<file path="src/stq_pkg.sv">
package stq_pkg;

    // Operation codes carried in the low bits of the input tdata
    localparam logic [1:0] OP_SCHEDULE = 2'd0;
    localparam logic [1:0] OP_TAKE     = 2'd1;
    localparam logic [1:0] OP_FINISH   = 2'd2;

    localparam int OP_W  = 2;
    localparam int ID_W  = 4;

    typedef enum logic [1:0] {
        ST_IDLE,
        ST_SCAN,
        ST_RESULT
    } t_state;

    // Packs LSB first as added, raise_request, granted, granted_id
    typedef struct packed {
        logic [ID_W-1:0] granted_id;
        logic            granted;
        logic            raise_request;
        logic            added;
    } t_result;

endpackage

</file>
<file path="src/serialized_tasklet_queue.sv">
// Deduplicating task queue with per-task queued and running marks.
//
// Input stream (i_s_*): one transfer per operation. tdata[1:0] is the op
// (schedule, take, finish), tdata[5:2] the task id. Output stream (o_m_*):
// exactly one result transfer per accepted operation, in order.
//
// Schedule appends the task to the tail of the order if it is not queued yet,
// and always flags a soft interrupt request. Take walks the order from the
// oldest entry, grants the first task that is not running, and compacts the
// entries behind it in the same pass. Finish clears the running mark.
//
// Sequence: schedule, finish and the unused op pass from ST_IDLE through
// ST_RESULT, which loads the output register once it is free; o_s_tready
// rises as the result is loaded and o_m_tvalid is set. A take passes from
// ST_IDLE through ST_SCAN, which walks every entry of the order (none when
// it is empty), then through ST_RESULT. The pass reads one entry a cycle
// through the single registered read port of the order memory, writes the
// compacted entry back on the write port.
// One operation is in flight at a time; o_s_tready is high only when idle.
// A result waiting on a stalled receiver sits in the output register; the
// next operation is accepted meanwhile and its result is held until the
// output register frees up.
// Reset (synchronous, active low) clears the count and both mark sets; the
// order memory itself is not cleared, only its first count entries are read.
module serialized_tasklet_queue #(
    parameter int MAX_TASKS = 16
) (
    input  logic       i_clk,
    input  logic       i_rst_n,
    // slave side
    input  logic       i_s_tvalid,
    output logic       o_s_tready,
    input  logic [7:0] i_s_tdata,   // [1:0] op, [5:2] task_id, [7:6] zero
    // master side
    output logic       o_m_tvalid,
    input  logic       i_m_tready,
    output logic [7:0] o_m_tdata    // [0] added, [1] raise_request, [2] granted,
                                    // [6:3] granted_id, [7] zero
);

    localparam int IdxW = (MAX_TASKS > 1) ? $clog2(MAX_TASKS) : 1;
    localparam int CntW = $clog2(MAX_TASKS + 1);
    localparam logic [8:0] MaxTasksV = 9'(MAX_TASKS);
    localparam logic [CntW-1:0] MaxCnt = CntW'(MAX_TASKS);

    // Control state
    stq_pkg::t_state           r_state, n_state;
    logic [CntW-1:0]           r_cnt, n_cnt;
    logic [MAX_TASKS-1:0]      r_queued, n_queued;
    logic [MAX_TASKS-1:0]      r_running, n_running;
    logic [CntW-1:0]           r_rd, n_rd;
    logic [CntW-1:0]           r_wr, n_wr;
    logic                      r_rvalid, n_rvalid;
    logic                      r_found, n_found;
    logic                      r_out_valid, n_out_valid;

    // Payload
    logic [stq_pkg::ID_W-1:0]  r_gid, n_gid;
    stq_pkg::t_result          r_res, n_res;
    stq_pkg::t_result          r_out, n_out;

    // Order memory and its ports
    logic [stq_pkg::ID_W-1:0]  r_order [MAX_TASKS];
    logic [stq_pkg::ID_W-1:0]  r_rdata;
    logic                      w_en;
    logic [IdxW-1:0]           w_addr;
    logic [stq_pkg::ID_W-1:0]  w_data;
    logic                      rd_en;

    // Decoded input
    logic [stq_pkg::OP_W-1:0]  s_op;
    logic [stq_pkg::ID_W-1:0]  s_id;
    logic [8:0]                s_id_x;
    logic                      s_id_ok;
    logic [IdxW-1:0]           s_idx;

    // Entry under inspection during the take pass
    logic [8:0]                t_x;
    logic [IdxW-1:0]           t_idx;
    logic                      t_runnable;
    logic                      scan_done;
    logic [8:0]                g_x;
    logic [IdxW-1:0]           g_idx;

    assign s_op    = i_s_tdata[1:0];
    assign s_id    = i_s_tdata[5:2];
    assign s_id_x  = {5'd0, s_id};
    assign s_id_ok = s_id_x < MaxTasksV;
    assign s_idx   = s_id_x[IdxW-1:0];

    assign t_x        = {5'd0, r_rdata};
    assign t_idx      = t_x[IdxW-1:0];
    assign t_runnable = !r_found && (t_x < MaxTasksV) && !r_running[t_idx];
    assign scan_done  = (r_rd == r_cnt) && !r_rvalid;
    assign g_x        = {5'd0, r_gid};
    assign g_idx      = g_x[IdxW-1:0];

    assign o_s_tready = (r_state == stq_pkg::ST_IDLE);
    assign o_m_tvalid = r_out_valid;
    assign o_m_tdata  = {1'b0, r_out};

    always_comb begin
        n_state     = r_state;
        n_cnt       = r_cnt;
        n_queued    = r_queued;
        n_running   = r_running;
        n_rd        = r_rd;
        n_wr        = r_wr;
        n_rvalid    = 1'b0;
        n_found     = r_found;
        n_gid       = r_gid;
        n_res       = r_res;
        n_out       = r_out;
        // drop the output once the receiver takes it
        n_out_valid = r_out_valid && !i_m_tready;
        w_en        = 1'b0;
        w_addr      = r_cnt[IdxW-1:0];
        w_data      = s_id;
        rd_en       = 1'b0;

        case (r_state)
            stq_pkg::ST_IDLE: begin
                if (i_s_tvalid) begin
                    n_res   = '0;
                    n_state = stq_pkg::ST_RESULT;
                    case (s_op)
                        stq_pkg::OP_SCHEDULE: begin
                            n_res.raise_request = 1'b1;
                            if (s_id_ok && !r_queued[s_idx] && (r_cnt < MaxCnt)) begin
                                // append at the tail
                                n_queued[s_idx] = 1'b1;
                                w_en            = 1'b1;
                                n_cnt           = r_cnt + CntW'(1);
                                n_res.added     = 1'b1;
                            end
                        end
                        stq_pkg::OP_TAKE: begin
                            n_rd    = '0;
                            n_wr    = '0;
                            n_found = 1'b0;
                            n_gid   = '0;
                            n_state = stq_pkg::ST_SCAN;
                        end
                        stq_pkg::OP_FINISH: begin
                            if (s_id_ok) begin
                                n_running[s_idx] = 1'b0;
                            end
                        end
                        default: begin
                        end
                    endcase
                end
            end
            stq_pkg::ST_SCAN: begin
                // issue the next read, one entry ahead of the compare
                if (r_rd < r_cnt) begin
                    rd_en    = 1'b1;
                    n_rd     = r_rd + CntW'(1);
                    n_rvalid = 1'b1;
                end
                // grant the first runnable entry, write every other one back compacted
                if (r_rvalid) begin
                    if (t_runnable) begin
                        n_found = 1'b1;
                        n_gid   = r_rdata;
                    end else begin
                        w_en   = 1'b1;
                        w_addr = r_wr[IdxW-1:0];
                        w_data = r_rdata;
                        n_wr   = r_wr + CntW'(1);
                    end
                end
                if (scan_done) begin
                    n_res   = '0;
                    n_state = stq_pkg::ST_RESULT;
                    if (r_found) begin
                        n_cnt              = r_cnt - CntW'(1);
                        n_queued[g_idx]    = 1'b0;
                        n_running[g_idx]   = 1'b1;
                        n_res.granted      = 1'b1;
                        n_res.granted_id   = r_gid;
                    end
                end
            end
            stq_pkg::ST_RESULT: begin
                // hold the result until the output register is free
                if (!r_out_valid || i_m_tready) begin
                    n_out       = r_res;
                    n_out_valid = 1'b1;
                    n_state     = stq_pkg::ST_IDLE;
                end
            end
            default: begin
                n_state = stq_pkg::ST_IDLE;
            end
        endcase
    end

    always_ff @(posedge i_clk) begin
        if (!i_rst_n) begin
            r_state     <= stq_pkg::ST_IDLE;
            r_cnt       <= '0;
            r_queued    <= '0;
            r_running   <= '0;
            r_rd        <= '0;
            r_wr        <= '0;
            r_rvalid    <= 1'b0;
            r_found     <= 1'b0;
            r_out_valid <= 1'b0;
        end else begin
            r_state     <= n_state;
            r_cnt       <= n_cnt;
            r_queued    <= n_queued;
            r_running   <= n_running;
            r_rd        <= n_rd;
            r_wr        <= n_wr;
            r_rvalid    <= n_rvalid;
            r_found     <= n_found;
            r_out_valid <= n_out_valid;
        end
    end

    always_ff @(posedge i_clk) begin
        r_gid <= n_gid;
        r_res <= n_res;
        r_out <= n_out;
    end

    // Order memory: one write port, one registered read port
    always_ff @(posedge i_clk) begin
        if (w_en) begin
            r_order[w_addr] <= w_data;
        end
        if (rd_en) begin
            r_rdata <= r_order[r_rd[IdxW-1:0]];
        end
    end

endmodule

</file>
<file path="config.mk">
export PLATFORM = sky130hd
export DESIGN_NAME = serialized_tasklet_queue
export DESIGN_NICKNAME = d
export VERILOG_FILES = /design/src/stq_pkg.sv /design/src/serialized_tasklet_queue.sv
export SDC_FILE = /design/constraint.sdc
export NUM_CORES = 1
export LEC_CHECK = 0
export BUFFER_PORTS_ARGS = -buffer_cell sky130_fd_sc_hd__buf_2
export CAP_MARGIN = 25
export CORE_MARGIN = 4
export CORE_UTILIZATION = 45
export DETAILED_ROUTE_END_ITERATION = 16
export PLACE_DENSITY = 0.61
export SYNTH_ARGS = -nofsm -noshare
export SYNTH_HDL_FRONTEND = slang
export SYNTH_SLANG_ARGS = --single-unit
</file>
<file path="constraint.sdc">
create_clock -name i_clk -period 2.8 [get_ports i_clk]
set_clock_uncertainty 0.05 [all_clocks]
set_input_delay 0.14 -clock i_clk [delete_from_list [all_inputs] [get_ports i_clk]]
set_output_delay 0.14 -clock i_clk [all_outputs]
set_load 0.01 [all_outputs]
</file>
==> results of run 1 <==
final cells by class:
class	instances	share of cell area [%]
sequential	137	48.6
multi-input combinational	333	35.0
clock buffer	17	5.73
timing repair buffer	54	4.96
tap	180	3.03
clock inverter	15	2.06
inverter	13	0.658
timing repair:
| action | 4_1_cts | 5_1_grt |
|---|---|---|
| setup buffers | 0 | 0 |
| endpoints found under the setup margin | 0 | 52 |
| resized for setup | 0 | 1 |
| endpoints found under the hold margin | 2 | 0 |
| hold buffers | 3 | 0 |
power by group through the flow:
stage,combinational (mW),sequential [mW],clock (mW)
after floorplan,0.139,2.23,0
after global placement,0.211,2.23,0
after detailed placement,0.215,2.23,0
after CTS,0.219,2.18,2.19
after global routing,0.240,2.18,2.30
final,0.219,2.18,2.15
per-stage QoR:
stage,setup slack [ns],hold slack [ns]
floorplan,0.154,0.286
global placement,-0.0586,0.353
detailed placement,-0.0840,0.356
CTS,0.0606,0.141
global route,0.00103,0.165
finish,0.0938,0.153
logic make-up (layout without fill, tap and decap cells):
| kind of cell | Yosys count | in the layout | synth area share, % |
|---|---|---|---|
| compound gates | 125 | 125 | 13.6 |
| fa+ha+maj | 11 | 11 | 2.27 |
| simple gates | 152 | 152 | 12.5 |
| other cells | 1 | 1 | 0.0586 |
| flops | 137 | 137 | 56.3 |
| buf+inv | 45 | 99 | 3.34 |
| xor+xnor | 2 | 2 | 0.274 |
| mux | 42 | 42 | 11.6 |
metal layers:
metal  vias to the layer above  track usage (%)
met2                       113             30.8
met5                         -                0
met3                        28             4.97
li1                       2072                -
met4                         0             6.31
met1                      2117             24.6
final timing paths:
| check | startpoint | endpoint | slack, ns | depth (start not counted) |
|---|---|---|---|---|
| hold / removal | i_s_tdata[5] | r_queued[9] | 0.15 | 3 |
| setup reg to reg | r_rdata[2] | r_order[7][0] | 0.09 | 7 |
| hold reg to reg | r_res[2] | o_m_tdata[2] | 0.37 | 0 |
| setup / recovery | r_rdata[2] | r_order[7][0] | 0.09 | 7 |
worst max-delay path, stage by stage, from the launching register on:
cell	delay (ns)
edfxtp_1	0.56
mux4_2	0.56
mux2i_1	0.48
a221oi_4	0.18
buf_4	0.24
nand4_1	0.12
o31ai_1	0.09
buf_4	0.19
cells in the final DEF, fill, tap and decap left out, drive strengths merged, types with 5 or more instances in the layout:
| cell | count |
|---|---|
| nand3b | 8 |
| mux2i | 10 |
| and2 | 11 |
| and3 | 7 |
| a21boi | 19 |
| nor2b | 9 |
| nand2 | 47 |
| edfxtp | 86 |
| nor3 | 6 |
| a21o | 5 |
| ha | 10 |
| mux2 | 7 |
| clkinv | 5 |
| a21oi | 9 |
| o211ai | 17 |
| o21ai | 25 |
| buf | 51 |
| mux4 | 25 |
| nand2b | 11 |
| nor2 | 12 |
| nand3 | 18 |
| o31ai | 33 |
| dfxtp | 51 |
| inv | 22 |
| clkbuf | 17 |
| nand4 | 7 |
state kept, by name, indices dropped and copies added (netlist names):
register and flops:
g_idx 4, o_m_tdata 7, o_m_tvalid 1, r_cnt 5, r_found 1, r_order 64
r_queued 16, r_rd 5, r_rdata 4, r_res 7, r_running 16, r_rvalid 1
r_state 2, r_wr 4
==> results.md, run 1 <==
* Pwr Total at 4.55 mW
* Reg area at 3600 um2
* Clock root cell: clkbuf_16
* Syn avg cell area at 12.4 um2
* Total GRT Usage at 18.9%
* Area grow syn2layout at 15.9%
* Routed via count at 4,330
* First-pass GRT wire length at 23.4 mm
* Initial antenna violation count at 0
* Clk pwr share at 47.2%
* Met1 WL at 6.43 mm
* Net Sw Frac at 24.6%
* Grt ovf at 0
* # setup viols final at 0
* Crit path capture type: flip-flop
* Critical path start-end classification: flip-flop to flip-flop
* Vias in the first global route at 4,319
* ANT nets after route at 0
* HPWL Detailed at 10.3 mm
* Pint at 3.43 mW
* Clock transition at path regs at 0.06 ns
* Layout cells sized above 1 at 20.9%
* DP Cell Count at 714
* #FFs+latches synth at 137
* Netlist Area Pre-Place at 6400 um2
* Ys async rst share at 0%
* Core region area at 13,900 um2
* DR DRC count at 0
* Gp weighted congestion at 0.829
* Pin count of the biggest net entering global routing at 44
* Power Density at 614 nW/um2
* Fmax at 370 MHz
* Final core utilization at 53.3%
* Crit path max fanout at 18
* RSZ-0062 raised after global routing: no
* Worst slew pin tran at 0.763 ns
* Die Y at 127 um
* NumNets Final at 579
* Post-synth EDFFs at 86
* Register share of total power at 47.9%
* CTS Sinks at 137
* CTS tree: done
* Number of antenna diodes at 0
* CP Launch Type: flip-flop
* Vias/cell at 5.78
* Synth warn at 0
* DRT Pass-1 Iters at 5
* Ys flop type: edfxtp_1
* Cell Count, Final, Fillers Out at 749
* Hold crit path type: input pin to flip-flop
* Synth top area share at 40.3%
* Drt total wl at 14.7 mm
* Max layer used: met4
* Drt initial violations at 425
* Worst Path Required at 2.93 ns
* DR WL/cell at 19.6 um
* Area post-placement at 6800 um2
* WL met3 at 682 um
* Combinational power share at 4.8%
* Setup TNS at 0 ns
* Outcome: finished clean
* Worst vdd ir at 0.000432 V
* Register area share after synthesis at 56.3%
* Leading area contributor after synthesis: edfxtp_1
* Top-count cell post-synth: edfxtp_1
* Initial Utilization at 46.0%
* Synth cell count leaders: edfxtp_1, dfxtp_1, nand2_1, o31ai_1
* Port-buffer cells at 18
* Met2 wire len at 7.33 mm
* WP data arrival at 2.84 ns
* Final Hold Fails at 0
* Area contributors post-synth: edfxtp_1, dfxtp_1, mux4_2
* Final Slew Violations at 0
* Num CTS Buffers at 17
* Yosys cell types at 50
* Relative slew slack at 49.1%
* Area of the multi-input gates at 2600 um2
* Cells after Synth at 515
* Clk Latency, worst-skew pair at 0.43 ns
* H-Tree Depth at 4
* Min Clock Period, post-route at 2.71 ns
* Psw at 1.12 mW
* Static Leak at 2.53 nW
* Die Span X at 127 um
* Final instance area at 7420 um2
* Final worst-path cycle share at 96.7%
* Post-synthesis net count at 538
* Die ar. at 16,200 um2
* Max-cap violations at 0
* CTS max path bufs at 2
* Filler instances at 1,173
* # IOs at 22
* Cell Rows at 43
Power figures use the tool's default switching activity.
==> inputs of run 2 (changes only) <==
--- a/config.mk
+++ b/config.mk
@@ -10,7 +10,8 @@
 export CORE_MARGIN = 4
 export CORE_UTILIZATION = 45
 export DETAILED_ROUTE_END_ITERATION = 16
-export PLACE_DENSITY = 0.61
+export PLACE_DENSITY = 0.59
 export SYNTH_ARGS = -nofsm -noshare
 export SYNTH_HDL_FRONTEND = slang
 export SYNTH_SLANG_ARGS = --single-unit
+export TNS_END_PERCENT = 100
==> constraint.sdc (replaced) <==
create_clock -name i_clk -period 2.6 [get_ports i_clk]
set_clock_uncertainty 0.05 [all_clocks]
set_input_delay 0.13 -clock i_clk [delete_from_list [all_inputs] [get_ports i_clk]]
set_output_delay 0.13 -clock i_clk [all_outputs]
set_load 0.01 [all_outputs]
==> results.md, run 2 (synthesis results as in run 1) <==
* H-Tree Depth at 4
* DR DRC count at 0
* Vias/cell at 5.82
* Drt initial violations at 475
* Outcome: finished clean
* Critical path destination: r_order[3][0]
* Grt ovf at 0
* Die Y at 127 um
* Clock transition at path regs at 0.06 ns
* Port-buffer cells at 18
* GR peak layer: met2
* Reg2reg end: r_order[3][0]
* Max-cap violations at 0
* Power Density at 672 nW/um2
* Worst Path Required at 2.68 ns
* Cell Rows at 43
* Pin count of the biggest net entering global routing at 41
* Area grow syn2layout at 19.3%
* Leading cell type in the layout, fill and taps excluded: edfxtp_1
* Grt met1 use at 25.3%
* Final instance area at 7640 um2
* Post-route setup slack at 0.0793 ns
* Clock root cell: clkbuf_16
* Crit path capture type: flip-flop
* Met2 usage at 30.9%
* DP Worst Slack at -0.124 ns
* Routed via count at 4,433
* Initial Utilization at 46.0%
* Hold WS at 0.0237 ns
* R2R depth at 7
* WP data arrival at 2.60 ns
* ANT nets after route at 0
* Static Leak at 2.62 nW
* Crit-path most repeated cell: buf_4
* Reg2reg setup slack at 0.08 ns
* Area post-placement at 6910 um2
* Initial antenna violation count at 0
* Reg area at 3600 um2
* RSZ-0062 raised after global routing: yes
* Worst vdd ir at 0.000474 V
* Critical-path top delay cell: a222oi_1
* Origin of the critical flop-to-flop path: r_queued[7]
* Pwr Total at 5.14 mW
* Die Span X at 127 um
* CTS max path bufs at 2
* Commonest non-fill, non-tap cells in the layout: edfxtp_1, dfxtp_1, nand2_1, buf_4
* Gp weighted congestion at 0.820
* Clk Latency, worst-skew pair at 0.41 ns
* First-pass GRT wire length at 24.0 mm
* NumNets Final at 593
* Max FFs per register at 64
* GRT met3 Usage at 4.35%
* Number of antenna diodes at 0
* Largest regs: r_order (64), r_queued (16), r_running (16)
* Filler instances at 1,156
* Vias in the first global route at 4,573
* Area of the multi-input gates at 2660 um2
* Relative slew slack at 51.9%
* # IOs at 22
* Crit path max fanout at 8
* Die ar. at 16,200 um2
* HPWL Detailed at 10.5 mm
* DR WL/cell at 19.3 um
* CTS tree: done
* Core region area at 13,900 um2
* Fmax at 397 MHz
* Top reg by flops: r_order
* Worst-path cell chain: mux2_2 > a222oi_1 > o211ai_1 > or2_4 > buf_4 > o31ai_1 > buf_4
* Final worst-path cycle share at 96.9%
* Worst slew pin tran at 0.722 ns
* DRT Pass-1 Iters at 7
* Drt total wl at 14.7 mm
* Final Slew Violations at 0
* Min Clock Period, post-route at 2.52 ns
* Layout cells sized above 1 at 24.7%
* CP startpoint: r_queued[7]
* CP Launch Type: flip-flop
* Critical path start-end classification: flip-flop to flip-flop
* # setup viols final at 0
* Hold crit path type: input pin to flip-flop
* CP peak stage delay at 0.37 ns
* CTS Sinks at 137
* Final Hold Fails at 0
* Num CTS Buffers at 17
* Total GRT Usage at 19.2%
* Final core utilization at 54.8%
run 2: changes by cell type in the layout (fill, tap and decap cells not counted), moves of 4 or more:
cell       previous run  this run
o31ai_1              33        25
buf_4                33        47
bufinv_16             0         4
inv_8                 5         0
o31ai_2               0         7
run 2: power breakdown:
| group | switching (mW) | internal, mW | leakage [nW] |
|---|---|---|---|
| sequential | 0.0146 | 2.34 | 1.20 |
| combinational | 0.159 | 0.0937 | 1.13 |
| clock | 0.922 | 1.61 | 0.294 |
run 2: worst min-delay path by stage:
stage                       startpoint      endpoint  slack [ns]  cells after the start
after floorplan           i_s_tdata[0]      r_res[1]        0.28                      1
after global placement        r_res[0]  o_m_tdata[0]        0.35                      0
after detailed placement      r_res[2]  o_m_tdata[2]        0.36                      0
after CTS                 i_s_tdata[1]      r_res[1]       0.003                      2
after global routing      i_s_tdata[1]      r_res[1]        0.03                      2
final                     i_s_tdata[1]      r_res[1]        0.02                      2
run 2: timing repair:
action                     in CTS  in global routing
hold endpoints to repair        2                  0
setup buffers                   0                  3
setup endpoints to repair       4                117
pin swaps                       0                  3
hold buffers                    2                  0
resized for setup               2                 11
run 2: critical path, delay by kind of cell, from the launching register on:
| kind | cells | cell delay [ns] |
|---|---|---|
| AO/OA/AOI/OAI | 3 | 0.88 |
| multiplexers | 1 | 0.26 |
| flip-flops | 1 | 0.31 |
| buffers and inverters | 2 | 0.38 |
| AND/OR/NAND/NOR | 1 | 0.36 |
run 2: layout make-up:
type	instances	area share, %
Clock buffer	18	5.62
Clock inverter	13	2.50
Inverter	13	0.639
Multi-Input combinational cell	333	34.8
Sequential cell	137	47.2
Tap cell	180	2.95
Timing Repair Buffer	68	6.32
run 2: per-stage QoR:
step / std cells / TNS (ns)
after floorplan: 515 / 0
after global placement: 726 / -0.543
after detailed placement: 726 / -2.88
after CTS: 759 / 0
after global routing: 762 / -0.142
final: 762 / 0
run 2: metal layers:
layer  vias up  part of all wire [%]  wire, um
li1       2099                     -         -
met1      2153                    45      6670
met2       141                    48      7030
met3        40                   4.4       653
met4         0                   2.4       353
met5         -                     0         0
==> inputs of run 3 (changes only) <==
--- a/config.mk
+++ b/config.mk
@@ -5,12 +5,12 @@
 export SDC_FILE = /design/constraint.sdc
 export NUM_CORES = 1
 export LEC_CHECK = 0
-export BUFFER_PORTS_ARGS = -buffer_cell sky130_fd_sc_hd__buf_2
 export CAP_MARGIN = 25
 export CORE_MARGIN = 4
-export CORE_UTILIZATION = 45
+export CORE_UTILIZATION = 50
 export DETAILED_ROUTE_END_ITERATION = 16
-export PLACE_DENSITY = 0.59
+export DONT_BUFFER_PORTS = 1
+export PLACE_DENSITY = 0.63
 export SYNTH_ARGS = -nofsm -noshare
 export SYNTH_HDL_FRONTEND = slang
 export SYNTH_SLANG_ARGS = --single-unit
==> results.md, run 3 (synthesis results as in run 1) <==
* Reg2reg setup slack at 0.1 ns
* Setup TNS at 0 ns
* Top reg by flops: r_order
* Clk Latency, worst-skew pair at 0.42 ns
* R2R depth at 7
* DRT Pass-1 Iters at 5
* Number of antenna diodes at 0
* DR WL/cell at 19.9 um
* Worst vdd ir at 0.000410 V
* Fmax at 399 MHz
* Drt initial violations at 392
* Layout cells sized above 1 at 19.7%
* Hold Path Stages at 3
* Die Y at 121 um
* Pin count of the biggest net entering global routing at 56
* Die ar. at 14,700 um2
* # IOs at 22
* Vias/cell at 6.02
* H-Tree Depth at 4
* CTS Sinks at 137
* Outcome: finished clean
* Hold WS at 0.0196 ns
* Leading cell type in the layout, fill and taps excluded: edfxtp_1
* Origin of the critical flop-to-flop path: r_queued[6]
* ANT nets after route at 0
* HPWL Detailed at 9.94 mm
* Clock root cell: clkbuf_16
* Worst Min Path Start: i_s_tdata[0]
* Area grow syn2layout at 18.2%
* Final Slew Violations at 0
* Vias in the first global route at 4,253
* Max-cap violations at 0
* Final Hold Fails at 0
* Routed via count at 4,429
* Clock transition at path regs at 0.06 ns
* Cell Rows at 41
* Initial Utilization at 51.0%
* Final worst-path cycle share at 96.3%
* Pwr Total at 5.25 mW
* Worst slew pin tran at 0.844 ns
* Hold crit path type: input pin to flip-flop
* Grt ovf at 0
* Initial antenna violation count at 0
* Min Clock Period, post-route at 2.50 ns
* CP Launch Type: flip-flop
* Relative slew slack at 43.8%
* Worst Path Required at 2.69 ns
* Reg2reg end: r_order[6][2]
* Crit path capture type: flip-flop
* NumNets Final at 574
* Power Density at 694 nW/um2
* Die Span X at 121 um
* Gp weighted congestion at 0.917
* Worst Hold Endpoint: r_state[0]
* Max FFs per register at 64
* CTS max path bufs at 2
* Total GRT Usage at 21.4%
* Commonest non-fill, non-tap cells in the layout: edfxtp_1, dfxtp_1, nand2_1
* DR DRC count at 0
* # setup viols final at 0
* Crit path max fanout at 32
* Port-buffer cells at 0
* Core region area at 12,600 um2
* CTS tree: done
* Num CTS Buffers at 17
* WP data arrival at 2.59 ns
* Static Leak at 2.56 nW
* First-pass GRT wire length at 23.4 mm
* Largest regs: r_order (64), r_queued (16), r_running (16)
* Critical path start-end classification: flip-flop to flip-flop
* Drt total wl at 14.7 mm
==> run 3: where the power goes <==
| group | switching [mW] | internal [mW] | leakage [nW] |
|---|---|---|---|
| Sequential | 0.0188 | 2.34 | 1.20 |
| Combinational | 0.134 | 0.0832 | 1.05 |
| Clock | 0.935 | 1.74 | 0.310 |
==> run 3: how the worst max path moves through the flow <==
stage / to / start
2_1_floorplan: r_order[0][3] / r_rdata[2]
3_3_place_gp: r_order[6][1] / r_rdata[2]
3_5_place_dp: r_order[7][3] / r_rdata[1]
4_1_cts: r_order[7][3] / r_rdata[1]
5_1_grt: r_order[3][3] / r_rdata[2]
6_report: r_order[6][2] / r_queued[6]
==> run 3: final cells by class <==
cell class              instances  area (um2)
repair buffers                 49         423
clock inverters                13         216
inverters                      13        48.8
flip-flops and latches        137        3600
well taps                     172         215
clock buffers                  19         443
fillers                      1008        5000
multi-input cells             333        2620
==> run 3: through the flow <==
stage	setup slack [ns]	instance area (um2)	std cells	util (%)
floorplan	0.0139	6400	515	-
finish	0.0954	7570	736	60.2
CTS	0.00279	7530	735	59.9
global route	-0.00444	7570	736	60.2
detailed placement	0.0296	6780	695	53.9
global placement	0.0619	6780	695	53.9
==> run 3: timing repair <==
item / 4_1_cts / 5_1_grt
buffers inserted: 0 / 1
resized for setup: 0 / 3
endpoints found under the hold margin: 52 / 0
endpoints found under the setup margin: 0 / 116
hold buffers: 8 / 0
==> run 3: routing by layer <==
metal | track usage, % | vias to the layer above | wire, um
met5 | 0 | - | 0
met4 | 8.96 | 0 | 308
met3 | 4.52 | 28 | 671
met2 | 33.5 | 138 | 7220
met1 | 29.3 | 2207 | 6460
li1 | - | 2056 | -
==> run 3: critical path: stages, from the launching register on <==
cell and delay (ns):
dfxtp_1 0.31, mux2_2 0.26, a222oi_1 0.35, o211ai_1 0.23, or2_1 0.29, buf_12 0.18, o31ai_1 0.34, buf_4 0.20
